--- src/brtl_pkg.sv ---
// Package for the bounded ratio test limit block: widths, payload structs,
// register indexes, divider state type. No dependencies.
`timescale 1ns / 1ps
package brtl_pkg;

  localparam int DATA_WIDTH = 64;
  localparam int REG_WIDTH  = 33;
  localparam int NUM_WIDTH  = DATA_WIDTH + 2;
  localparam int DIVD_W     = NUM_WIDTH + 32;
  localparam int DIV_STEPS  = DATA_WIDTH + 32 + 2;
  localparam int CNT_WIDTH  = $clog2(DIV_STEPS + 1);

  typedef enum logic [0:0] {
    REG_ZERO_TOL    = 1'b0,
    REG_BOUND_SHIFT = 1'b1
  } reg_idx_t;

  localparam logic [REG_WIDTH-1:0] TOL_RESET   = REG_WIDTH'(4295);
  localparam logic [REG_WIDTH-1:0] SHIFT_RESET = REG_WIDTH'(4295);

  typedef struct packed {
    logic signed [63:0] update_value;
    logic signed [63:0] current_value;
    logic signed [63:0] lower_bound;
    logic signed [63:0] upper_bound;
    logic               lower_finite;
    logic               upper_finite;
    logic signed [63:0] start_limit;
    logic               first_element;
    logic               last_element;
  } in_item_t;

  typedef struct packed {
    logic signed [63:0] step_limit;
    logic               limit_moved;
  } out_item_t;

  // Classified job passed from front to back.
  typedef struct packed {
    logic                        active;
    logic                        fin;
    logic                        first;
    logic                        last;
    logic [DATA_WIDTH-1:0]       start;
    logic signed [NUM_WIDTH-1:0] num;
    logic [DATA_WIDTH-1:0]       den;
  } job_t;

  typedef enum logic [1:0] {
    ST_IDLE,
    ST_DIV,
    ST_APPLY,
    ST_OUT
  } back_state_t;

endpackage

--- src/brtl_front.sv ---
// Front part: registers, zero test, bound selection and numerator build.
// Depends on brtl_pkg. Keeps its own copy of the search mode.
`timescale 1ns / 1ps
module brtl_front (
  input  logic                clk,
  input  logic                rst_n,
  input  logic                in_valid,
  output logic                in_ready,
  input  brtl_pkg::in_item_t  in_data,
  input  logic                cfg_valid,
  output logic                cfg_ready,
  input  logic [0:0]          cfg_index,
  input  logic [63:0]         cfg_data,
  output logic                job_valid,
  input  logic                job_ready,
  output brtl_pkg::job_t      job
);
  import brtl_pkg::*;

  logic [REG_WIDTH-1:0] tol_r, shift_r;
  logic                 upward_r;
  logic                 mode;
  logic [DATA_WIDTH-1:0] x, cur, bnd, st;
  logic signed [DATA_WIDTH:0] tol_s;
  logic pos, neg, use_up;
  logic signed [NUM_WIDTH-1:0] num;

  assign cfg_ready = 1'b1;
  assign in_ready  = job_ready;
  assign job_valid = in_valid;

  always_ff @(posedge clk) begin
    if (!rst_n) begin
      tol_r    <= TOL_RESET;
      shift_r  <= SHIFT_RESET;
      upward_r <= 1'b0;
    end else begin
      if (cfg_valid) begin
        unique case (reg_idx_t'(cfg_index))
          REG_ZERO_TOL:    tol_r   <= cfg_data[REG_WIDTH-1:0];
          REG_BOUND_SHIFT: shift_r <= cfg_data[REG_WIDTH-1:0];
          default: ;
        endcase
      end
      if (in_valid && in_ready && in_data.first_element) upward_r <= st[DATA_WIDTH-1];
    end
  end

  always_comb begin
    x   = in_data.update_value[DATA_WIDTH-1:0];
    cur = in_data.current_value[DATA_WIDTH-1:0];
    st  = in_data.start_limit[DATA_WIDTH-1:0];
    mode = in_data.first_element ? st[DATA_WIDTH-1] : upward_r;
    tol_s = (DATA_WIDTH+1)'(tol_r);
    pos = $signed({x[DATA_WIDTH-1], x}) > tol_s;
    neg = $signed({x[DATA_WIDTH-1], x}) < -tol_s;
    use_up = mode ? neg : pos;
    bnd = use_up ? in_data.upper_bound[DATA_WIDTH-1:0] : in_data.lower_bound[DATA_WIDTH-1:0];
    num = NUM_WIDTH'($signed(bnd)) - NUM_WIDTH'($signed(cur));
    num = use_up ? num + $signed(NUM_WIDTH'(shift_r)) : num - $signed(NUM_WIDTH'(shift_r));
    job.active = pos || neg;
    job.fin    = use_up ? in_data.upper_finite : in_data.lower_finite;
    job.first  = in_data.first_element;
    job.last   = in_data.last_element;
    job.start  = st;
    job.num    = num;
    job.den    = x;
  end
endmodule

--- src/brtl_queue.sv ---
// Two-entry job queue between front and back. Depends on brtl_pkg.
`timescale 1ns / 1ps
module brtl_queue (
  input  logic           clk,
  input  logic           rst_n,
  input  logic           wr_valid,
  output logic           wr_ready,
  input  brtl_pkg::job_t wr_job,
  output logic           rd_valid,
  input  logic           rd_ready,
  output brtl_pkg::job_t rd_job
);
  import brtl_pkg::*;

  job_t       mem_r [2];
  logic       wp_r, rp_r;
  logic [1:0] cnt_r;

  assign wr_ready = cnt_r != 2'd2;
  assign rd_valid = cnt_r != 2'd0;
  assign rd_job   = mem_r[rp_r];

  always_ff @(posedge clk) begin
    if (wr_valid && wr_ready) mem_r[wp_r] <= wr_job;
  end

  always_ff @(posedge clk) begin
    if (!rst_n) begin
      wp_r <= 1'b0; rp_r <= 1'b0; cnt_r <= 2'd0;
    end else begin
      if (wr_valid && wr_ready) wp_r <= ~wp_r;
      if (rd_valid && rd_ready) rp_r <= ~rp_r;
      cnt_r <= cnt_r + 2'((wr_valid && wr_ready)) - 2'((rd_valid && rd_ready));
    end
  end

  a_no_overflow: assert property (@(posedge clk) disable iff (!rst_n)
    cnt_r == 2'd2 |-> !wr_ready) else $error("queue overflow");
  a_cnt_range: assert property (@(posedge clk) disable iff (!rst_n)
    cnt_r != 2'd3) else $error("bad queue count");
  a_empty: assert property (@(posedge clk) disable iff (!rst_n)
    !rd_valid |-> cnt_r == 2'd0) else $error("queue valid mismatch");
endmodule

--- src/brtl_back.sv ---
// Back part: restoring divider, saturation, limit update and result stage.
// Depends on brtl_pkg.
`timescale 1ns / 1ps
module brtl_back (
  input  logic               clk,
  input  logic               rst_n,
  input  logic               job_valid,
  output logic               job_ready,
  input  brtl_pkg::job_t     job,
  output logic               out_valid,
  input  logic               out_ready,
  output brtl_pkg::out_item_t out_data
);
  import brtl_pkg::*;

  back_state_t st_r, st_nxt;
  logic [DATA_WIDTH-1:0] limit_r, start_r, dmag_r, q_r, r_fin;
  logic                  upward_r, fin_r, last_r, neg_r, ovf_r, active_r;
  logic [DIVD_W-1:0]     divd_r;
  logic [DATA_WIDTH:0]   rem_r, rem_sh, rem_sub;
  logic [CNT_WIDTH-1:0]  cnt_r;
  logic [NUM_WIDTH-1:0]  nmag;
  logic [DATA_WIDTH-1:0] lim, cur_lim, cur_start;
  logic                  cur_up, tighter;
  logic                  load;

  assign load = st_r == ST_IDLE && job_valid;
  assign job_ready = st_r == ST_IDLE;
  assign out_valid = st_r == ST_OUT;
  assign out_data.step_limit  = 64'($signed(limit_r));
  assign out_data.limit_moved = limit_r != start_r;

  always_comb begin
    rem_sh  = {rem_r[DATA_WIDTH-1:0], divd_r[DIVD_W-1]};
    rem_sub = rem_sh - {1'b0, dmag_r};
    nmag = job.num[NUM_WIDTH-1] ? NUM_WIDTH'(-job.num) : NUM_WIDTH'(job.num);
    lim = neg_r ? {1'b1, {(DATA_WIDTH-1){1'b0}}} : {1'b0, {(DATA_WIDTH-1){1'b1}}};
    r_fin = (ovf_r || q_r > lim) ? lim : q_r;
    r_fin = neg_r ? DATA_WIDTH'(-r_fin) : r_fin;
    tighter = upward_r ? $signed(limit_r) < $signed(r_fin)
                       : $signed(r_fin) < $signed(limit_r);
    cur_lim = job.first ? job.start : limit_r;
    cur_start = job.first ? job.start : start_r;
    cur_up = job.first ? job.start[DATA_WIDTH-1] : upward_r;
  end

  always_comb begin
    st_nxt = st_r;
    unique case (st_r)
      ST_IDLE:  if (job_valid) st_nxt = job.active ? ST_DIV : (job.last ? ST_OUT : ST_IDLE);
      ST_DIV:   if (cnt_r == CNT_WIDTH'(0)) st_nxt = ST_APPLY;
      ST_APPLY: st_nxt = last_r ? ST_OUT : ST_IDLE;
      ST_OUT:   if (out_ready) st_nxt = ST_IDLE;
      default:  st_nxt = ST_IDLE;
    endcase
  end

  always_ff @(posedge clk) begin
    if (!rst_n) st_r <= ST_IDLE;
    else        st_r <= st_nxt;
  end

  always_ff @(posedge clk) begin
    if (!rst_n) begin
      limit_r <= '0; start_r <= '0; upward_r <= 1'b0;
    end else if (load) begin
      limit_r <= cur_lim; start_r <= cur_start; upward_r <= cur_up;
    end else if (st_r == ST_APPLY && tighter && fin_r) begin
      limit_r <= r_fin;
    end
  end

  always_ff @(posedge clk) begin
    if (load) begin
      fin_r  <= job.fin; last_r <= job.last; active_r <= job.active;
      neg_r  <= job.num[NUM_WIDTH-1] ^ job.den[DATA_WIDTH-1];
      dmag_r <= job.den[DATA_WIDTH-1] ? DATA_WIDTH'(-job.den) : job.den;
      divd_r <= {nmag, 32'd0};
      rem_r  <= '0; q_r <= '0; ovf_r <= 1'b0;
      cnt_r  <= CNT_WIDTH'(DIVD_W - 1);
    end else if (st_r == ST_DIV) begin
      divd_r <= {divd_r[DIVD_W-2:0], 1'b0};
      if (q_r[DATA_WIDTH-1]) ovf_r <= 1'b1;
      if (!rem_sub[DATA_WIDTH]) begin
        rem_r <= rem_sub; q_r <= {q_r[DATA_WIDTH-2:0], 1'b1};
      end else begin
        rem_r <= rem_sh;  q_r <= {q_r[DATA_WIDTH-2:0], 1'b0};
      end
      cnt_r <= cnt_r - CNT_WIDTH'(1);
    end
  end

  a_out_hold: assert property (@(posedge clk) disable iff (!rst_n)
    out_valid && !out_ready |=> out_valid && $stable(limit_r)) else $error("result lost");
  a_div_active: assert property (@(posedge clk) disable iff (!rst_n)
    st_r == ST_DIV |-> active_r) else $error("divide on skipped item");
  a_no_take: assert property (@(posedge clk) disable iff (!rst_n)
    st_r != ST_IDLE |-> !job_ready) else $error("job taken while busy");
endmodule

--- src/bounded_ratio_test_limit.sv ---
// Top level of the bounded ratio test limit block.
// Depends on brtl_pkg, brtl_front, brtl_queue, brtl_back.
`timescale 1ns / 1ps
// Streams the elements of a sparse update vector and tightens a Q32.32 step
// limit against each element's bounds; one result item leaves per vector, on
// its last element. A front stage classifies each item (zero test, bound
// choice, numerator) and hands it to a two-entry queue; the back stage runs a
// radix-2 restoring divider, one quotient bit per cycle, then updates the
// limit. An item whose update passes the zero tolerance is divided; a
// skipped item is not. The back takes no new item until idle, so the
// divider sets the sustained rate. Configuration writes are taken in any cycle.
module bounded_ratio_test_limit (
  input  logic                clk,
  input  logic                rst_n,
  input  logic                in_valid,
  output logic                in_ready,
  input  brtl_pkg::in_item_t  in_data,
  output logic                out_valid,
  input  logic                out_ready,
  output brtl_pkg::out_item_t out_data,
  input  logic                cfg_valid,
  output logic                cfg_ready,
  input  logic [0:0]          cfg_index,
  input  logic [63:0]         cfg_data
);
  import brtl_pkg::*;

  job_t f_job, b_job;
  logic f_valid, f_ready, b_valid, b_ready;

  // Classify items as they arrive.
  brtl_front u_front (
    .clk, .rst_n, .in_valid, .in_ready, .in_data,
    .cfg_valid, .cfg_ready, .cfg_index, .cfg_data,
    .job_valid(f_valid), .job_ready(f_ready), .job(f_job)
  );

  // Decouple classification from the divider.
  brtl_queue u_queue (
    .clk, .rst_n,
    .wr_valid(f_valid), .wr_ready(f_ready), .wr_job(f_job),
    .rd_valid(b_valid), .rd_ready(b_ready), .rd_job(b_job)
  );

  // Divide, saturate, tighten and deliver the result item.
  brtl_back u_back (
    .clk, .rst_n,
    .job_valid(b_valid), .job_ready(b_ready), .job(b_job),
    .out_valid, .out_ready, .out_data
  );
endmodule
--- config.mk ---
export PLATFORM = sky130hd
export DESIGN_NAME = bounded_ratio_test_limit
export DESIGN_NICKNAME = d
export VERILOG_FILES = /design/src/brtl_pkg.sv /design/src/brtl_front.sv /design/src/brtl_queue.sv /design/src/brtl_back.sv /design/src/bounded_ratio_test_limit.sv
export SDC_FILE = /design/constraint.sdc
export NUM_CORES = 2
export LEC_CHECK = 0
export BUFFER_PORTS_ARGS = -buffer_cell sky130_fd_sc_hd__buf_2
export CORE_MARGIN = 3
export CORE_UTILIZATION = 40
export CTS_BUF_LIST = sky130_fd_sc_hd__clkbuf_8
export DETAILED_ROUTE_END_ITERATION = 12
export PLACE_DENSITY = 0.6
export SYNTH_ARGS = -nofsm -noshare
export SYNTH_HDL_FRONTEND = slang
export SYNTH_HIERARCHICAL = 1
export SYNTH_SLANG_ARGS = --single-unit
--- constraint.sdc ---
create_clock -name clk -period 12.3 [get_ports clk]
set_clock_uncertainty 0.05 [all_clocks]
set_input_delay 0.615 -clock clk [delete_from_list [all_inputs] [get_ports clk]]
set_output_delay 0.615 -clock clk [all_outputs]
set_load 0.02 [all_outputs]
# Word-level counts from Yosys, hierarchy flattened
# Memory sizes are Yosys's and may differ from the RTL's. A register that Yosys moved wholly into a read port is not among the register bits.
# Cells that the tools add are included.
[word_totals]
register_bits = 471
memories = 1
ramBits = 396
in_bits = 394
[memory_table]
columns = ["memory", "words", "word_bits", "rd", "rd_clocked_by_memory_dff", "wr", "line", "rtl"]
rows = [
  ["u_queue.mem_r", 2, 198, 1, 1, 1, "brtl_queue.sv:15", "job_t mem_r [2];"],
]
[op_classes]
n_mux = 29
addsub = 11
reduce_logical = 18
eq_ne = 9
n_lt_le_gt_ge = 5
n_bitwise = 4
[op_table]
columns = ["operator", "count"]
rows = [
  ["$mux W64", 8],
  ["$mux W98", 2],
  ["$mux W66", 2],
  ["$lt A64 B64 Y1", 2],
  ["$neg A64 Y64", 2],
  ["$add A66 B34 Y66", 1],
  ["$neg A66 Y66", 1],
  ["$sub A66 B34 Y66", 1],
  ["$lt A64 B65 Y1", 1],
  ["$neg A33 Y65", 1],
  ["$sub A64 B64 Y65", 1],
  ["$sub A65 B64 Y65", 1],
  ["$gt A64 B34 Y1", 1],
  ["$gt A64 B64 Y1", 1],
  ["$ne A64 B64 Y1", 1],
  ["$mux W63", 1],
  ["$mux W2", 6],
  ["$reduce_and A2 Y1", 5],
  ["$mux W1", 9],
  ["$ne A2 B1 Y1 const B", 4],
  ["$pmux W2 S4", 1],
  ["$logic_not A7 Y1", 1],
  ["$sub A7 B1 Y7 const B", 1],
  ["$reduce_bool A2 Y1", 3],
  ["other kinds (11)", 19],
]

# Depth between registers and ports, before layout
[depth]
word_depth = 12
mapped_depth = 51
ltp_nobuf = 47

# By module
# The synthesis kept the hierarchy.
[by_module_without_submodules]
columns = ["mod", "area_each_um2", "instances", "seq_area_each_um2", "cells_per_inst"]
rows = [
  ["brtl_back", 27370.0, 1, 9318.9, 3371],
  ["brtl_front", 15573.7, 1, 1341.3, 2145],
  ["brtl_queue", 14938.1, 1, 11991.5, 640],
]

# Worst setup path after synthesis
# Ideal clock, no wire load.
[synth_path]
kind = "register -> register"
startpoint = "register u_front.tol_r[2]"
endpoint = "memory u_queue/mem_r[0][124] (netlist bit), data pin"
required_time_ps = 11986
arrival_time_ps = 9644
setup_slack_ps = 2343
period_less_slack_ps = 9957
stages_incl_launch_ff = 46
setup_time_ps = 264
cell_sequence = "dfxtp_1 -> or3_4 -> nand3b_4 -> nor2_4 -> nand2_2 -> or4_4 -> or3_4 -> or3_1 -> buf_6 -> nor2_1 -> ha_1 -> a21o_1 -> a21o_1 -> a2111oi_0 -> o21ai_0 -> o31ai_1 -> a21oi_1 -> o22ai_1 -> [... 10 more ...] -> a21boi_0 -> o21ai_0 -> a21o_1 -> a21oi_1 -> xnor2_1 -> ha_1 -> buf_4 -> nand4_1 -> or4_1 -> nor2_1 -> a211o_1 -> a31oi_1 -> o311a_1 -> o31ai_2 -> and4_1 -> o21bai_1 -> a21oi_1 -> xnor2_1"
[synth_rtl]
columns = ["item", "line", "rtl"]
rows = [
  ["from (decl)", "brtl_front.sv:20", "logic [REG_WIDTH-1:0] tol_r, shift_r;"],
  ["from (signal assigned)", "brtl_front.sv:40", "REG_ZERO_TOL: tol_r <= cfg_data[REG_WIDTH-1:0];"],
  ["to (decl)", "brtl_queue.sv:15", ""],
]

==> impl_metrics.xml <==
<?xml version="1.0" encoding="UTF-8"?>
<metrics>
  <group name="status">
    <metric name="outcome" unit="">finished, final reports clean</metric>
  </group>
  <group name="critical_path">
    <metric name="crit-reg2reg-capture" unit="">u_queue/mem_r[0][126]</metric>
    <metric name="crit_fanout" unit="">55</metric>
    <metric name="rrSetupSlack" unit="ns">0.80</metric>
    <metric name="critical-path-top-cell-by-count" unit="">a21o_1</metric>
    <metric name="sort_of_element_at_the_end_of_the_critical_path" unit="">flop</metric>
    <metric name="cp_top_family" unit="">compound AO/OA/AOI/OAI gates</metric>
    <metric name="path_class" unit="">reg2reg</metric>
    <metric name="critical_path.reg2reg.startpoint" unit="">u_front/tol_r[2]</metric>
    <metric name="worst-path-buf-inv" unit="">3</metric>
    <metric name="worstPathRequired" unit="ns">12.82</metric>
    <metric name="arrival" unit="ns">12.02</metric>
    <metric name="critical-path-slowest-cell" unit="">or4_4</metric>
    <metric name="element_type_at_the_critical_path_start" unit="">flop</metric>
    <metric name="cpPeakStageDelay" unit="ns">0.45</metric>
    <metric name="r2r.worst_path.cells" unit="">42</metric>
  </group>
  <group name="drt">
    <metric name="drt.antenna.violating_nets" unit="">0</metric>
    <metric name="detailed_route_iter0_violations" unit="">3243</metric>
    <metric name="detail_route.wirelength.met1" unit="microns">74900</metric>
    <metric name="post_detailed_route_drc_marker_count" unit="">0</metric>
    <metric name="drtPass1Iterations" unit="">8</metric>
    <metric name="maxUsedRoutingLayer" unit="">met5</metric>
    <metric name="wire_per_inst" unit="microns">19.78</metric>
    <metric name="met3_wirelength_from_detailed_routing" unit="microns">8514</metric>
    <metric name="route.final.wire_length" unit="microns">169200</metric>
    <metric name="met2WireLength" unit="microns">80280</metric>
    <metric name="vias" unit="">46730</metric>
    <metric name="detail_route.vias_per_cell" unit="">5.462</metric>
  </group>
  <group name="synth">
    <metric name="syn_area_per_cell" unit="sq um">9.402</metric>
    <metric name="synth-simple-area-share" unit="">0.1484</metric>
    <metric name="syn-instance-count" unit="">6156</metric>
    <metric name="syn_area" unit="sq mm">0.05788</metric>
    <metric name="synth_top_family_by_area" unit="">compound AO/OA/AOI/OAI gates</metric>
    <metric name="synth-main-ff-cell" unit="">edfxtp_1</metric>
    <metric name="post_synth_mux_area_share" unit="">0.07112</metric>
    <metric name="mappedNetlistNets" unit="">6982</metric>
    <metric name="synth_enable_flop_cells" unit="">529</metric>
    <metric name="ys_seq_elements" unit="">867</metric>
    <metric name="yosysTopAreaCellShare" unit="">0.2744</metric>
    <metric name="synthesis.yosys.warnings" unit="">6</metric>
    <metric name="synth_area_leader_cell" unit="">edfxtp_1</metric>
    <metric name="synth-compound-area-share" unit="">0.1671</metric>
    <metric name="fraction_of_synthesis_flops_using_an_asynchronous_set_or_reset_pin" unit="">0</metric>
    <metric name="synth_xor_xnor_area_share" unit="">0.06900</metric>
    <metric name="leading_post_synthesis_cells_by_cell_area" unit="">edfxtp_1 27%, dfxtp_1 12%, ha_1 9.3%, nand2_1 5.3%, xnor2_1 4.2%</metric>
    <metric name="synth_adder_area_share" unit="">0.09377</metric>
    <metric name="library_cells_used_by_synthesis" unit="">104</metric>
    <metric name="ys_seq_area_frac" unit="">0.3913</metric>
  </group>
  <group name="timing">
    <metric name="max_slew.worst_pin.slew" unit="ns">1.188</metric>
    <metric name="timing_max_transition_violations_final" unit="">0</metric>
    <metric name="timing.final.crit_share" unit="">0.9348</metric>
    <metric name="finalHoldWorstSlack" unit="ns">0.1093</metric>
    <metric name="timing.slew.headroom" unit="">0.2078</metric>
    <metric name="fmax" unit="MHz">86.97</metric>
    <metric name="fin_ws" unit="ns">0.8016</metric>
    <metric name="finalSetupViolations" unit="">0</metric>
    <metric name="rsz0062_at_grt" unit="">false</metric>
    <metric name="timing.final.crit_period" unit="ns">11.50</metric>
    <metric name="final-hold-violation-count" unit="">0</metric>
    <metric name="fin_tns_setup" unit="ns">0</metric>
  </group>
  <group name="cells_and_area">
    <metric name="most_common_cell_after_layout_fill_and_taps_aside" unit="">nand2_1</metric>
    <metric name="final_cell_mix" unit="">820 x nand2_1, 529 x edfxtp_1, 429 x ha_1</metric>
    <metric name="layout-area-overhead-vs-synth" unit="%">12.78</metric>
    <metric name="num-fill-cells" unit="">13890</metric>
    <metric name="drive_above_1_share" unit="">0.1573</metric>
    <metric name="design.final.nets" unit="">7358</metric>
  </group>
  <group name="floorplanning">
    <metric name="dieHeight" unit="microns">386.4</metric>
    <metric name="floorplan.die_area" unit="sq mm">0.1493</metric>
    <metric name="floorplan.die.width" unit="microns">386.4</metric>
    <metric name="core_area" unit="sq mm">0.1426</metric>
    <metric name="starting_density" unit="">0.4058</metric>
    <metric name="fp-row-count" unit="">138</metric>
    <metric name="design.portCount" unit="">462</metric>
  </group>
  <group name="global_route">
    <metric name="grt_antenna_before_repair" unit="">16</metric>
    <metric name="grt_overflow" unit="">0</metric>
    <metric name="grt_pass1_vias" unit="">45610</metric>
    <metric name="global_route_wire_length_before_repair" unit="microns">261100</metric>
    <metric name="grt_util_all_layers" unit="">0.2188</metric>
    <metric name="pin_count_of_the_biggest_net_entering_global_routing" unit="">107</metric>
  </group>
  <group name="placement">
    <metric name="placement.io_buffers" unit="">429</metric>
    <metric name="place_congestion" unit="">0.9853</metric>
    <metric name="post-dp-hpwl" unit="microns">127700</metric>
    <metric name="preCtsSetupSlack" unit="ns">0.6583</metric>
  </group>
  <group name="clock_tree">
    <metric name="clk_pin_slew_worst_paths" unit="ns">0.06</metric>
    <metric name="cts.htree.levels" unit="">4</metric>
    <metric name="cts_max_path_buffers" unit="">3</metric>
    <metric name="tritoncts" unit="">done</metric>
    <metric name="clock_latency" unit="ns">0.88</metric>
    <metric name="cts.sinks" unit="">867</metric>
    <metric name="post_cts_buffers" unit="">0</metric>
    <metric name="inserted_clock_buffers" unit="">150</metric>
    <metric name="cts_root_buf" unit="">clkbuf_8</metric>
  </group>
  <group name="hold_path">
    <metric name="min_from" unit="">in_valid</metric>
    <metric name="min_to" unit="">u_front/upward_r</metric>
    <metric name="worst_hold_path_type" unit="">in2reg</metric>
    <metric name="timing.hold.worst_path_depth" unit="">4</metric>
  </group>
  <group name="pwr">
    <metric name="p_int" unit="W">0.008613</metric>
    <metric name="part_of_the_total_power_dissipated_in_combinational_logic" unit="">0.525</metric>
    <metric name="switching_share" unit="">0.4288</metric>
    <metric name="ir_drop" unit="mV">0.1378</metric>
    <metric name="pwr_density_cell" unit="mW/mm^2">231.0</metric>
    <metric name="net-switching-power" unit="W">0.006465</metric>
    <metric name="share_clk_of_total_power" unit="">0.172</metric>
    <metric name="post-layout-total-power" unit="W">0.01508</metric>
    <metric name="leakage" unit="nW">26.59</metric>
    <metric name="p_seq_frac" unit="">0.303</metric>
  </group>
  <group name="flow_run">
    <metric name="drv_cap" unit="">0</metric>
  </group>
</metrics>
## power by group through the flow
stage	sequential [W]	combinational [W]	clock, W
finish	0.00457	0.00791	0.00259
global route	0.00466	0.00874	0.00280
CTS	0.00458	0.00789	0.00268
detailed placement	0.00463	0.00781	0
global placement	0.00461	0.00771	0
floorplan	0.00466	0.00581	0
## metal layers
metal,GRT usage,vias up
met2,0.3727,1279
met5,0,-
li1,-,23010
met3,0.03359,264
met1,0.2812,22170
met4,0.07877,4
## flip-flops by register name, indices dropped and copies added, names as in the netlist, 2 cells and up, named ones only
signal and count:
u_front/tol_r 33, u_back/cnt_r 7, u_back/q_r 64, u_front/shift_r 33, u_queue/cnt_r 2, u_back/limit_r 64, u_back/start_r 64, u_back/divd_r 66
u_back/rem_r 64, u_back/dmag_r 64, u_queue/mem_r 396, u_back/st_r 2
## cell usage after synthesis, drive strengths merged, types with 73 or more instances
library cell / count
xnor2: 275
xor2: 181
dfxtp: 338
nand4: 116
mux2i: 73
clkbuf: 233
ha: 429
inv: 303
nand3: 98
a21o: 162
buf: 194
mux2: 267
edfxtp: 529
nor3: 82
o21ai: 420
nor2: 302
a21oi: 413
nand2: 824
## per-stage QoR
stage / instances / utilization / instance area [sq um]
global route: 8546 / 0.4575 / 65260
CTS: 8544 / 0.4573 / 65230
finish: 8555 / 0.4577 / 65280
detailed placement: 8106 / 0.4253 / 60660
floorplan: 6156 / - / 57880
global placement: 8106 / 0.4253 / 60660
## kinds of logic after synthesis
logic type      count (synthesis)
simple gates                 1805
compound gates               1524
flops                         867
buf+inv                       731
xor+xnor                      456
fa+ha+maj                     432
mux                           340
other cells                     1
## worst max path at each step
stage,start,to,slack (ns),depth (start not counted)
finish,u_front/tol_r[2],u_queue/mem_r[0][126],0.80,42
global route,u_front/tol_r[2],u_queue/mem_r[0][129],0.08,47
CTS,u_front/tol_r[2],u_queue/mem_r[0][124],0.59,46
detailed placement,u_front/tol_r[2],u_queue/mem_r[1][124],0.66,46
global placement,u_front/tol_r[2],u_queue/mem_r[0][124],0.82,43
floorplan,u_front/tol_r[2],u_queue/mem_r[0][124],2.34,45
## what timing repair did
action                                 4_1_cts  5_1_grt
hold buffers                               164        0
endpoints found under the hold margin      328        0
gates resized for setup                      0        4
setup endpoints to repair                    0       14
## cell type report
class | instances | area (sq um) | share of cell area
antenna | 11 | 27.53 | 0.0004217
clock buffer | 157 | 2161 | 0.03310
clock inverter | 117 | 764.5 | 0.01171
inverter | 304 | 1147 | 0.01758
multi-input combinational | 4558 | 31900 | 0.4887
sequential | 867 | 22660 | 0.3471
tap | 1890 | 2365 | 0.03623
timing repair buffer | 651 | 4255 | 0.06519
## worst reg2reg max path, delay by kind of cell, from the launching register on
family,cells,cell delay (ns)
xor gates and xnor gates,2,0.31
adders and majority gates,3,1.03
AOI/OAI and AO/OA,22,5.36
DFF,1,0.35
buffers and inverters,3,0.81
and+or+nand+nor,11,2.87
muxes,1,0.43
Note: power is estimated with default switching activity, not from simulation.
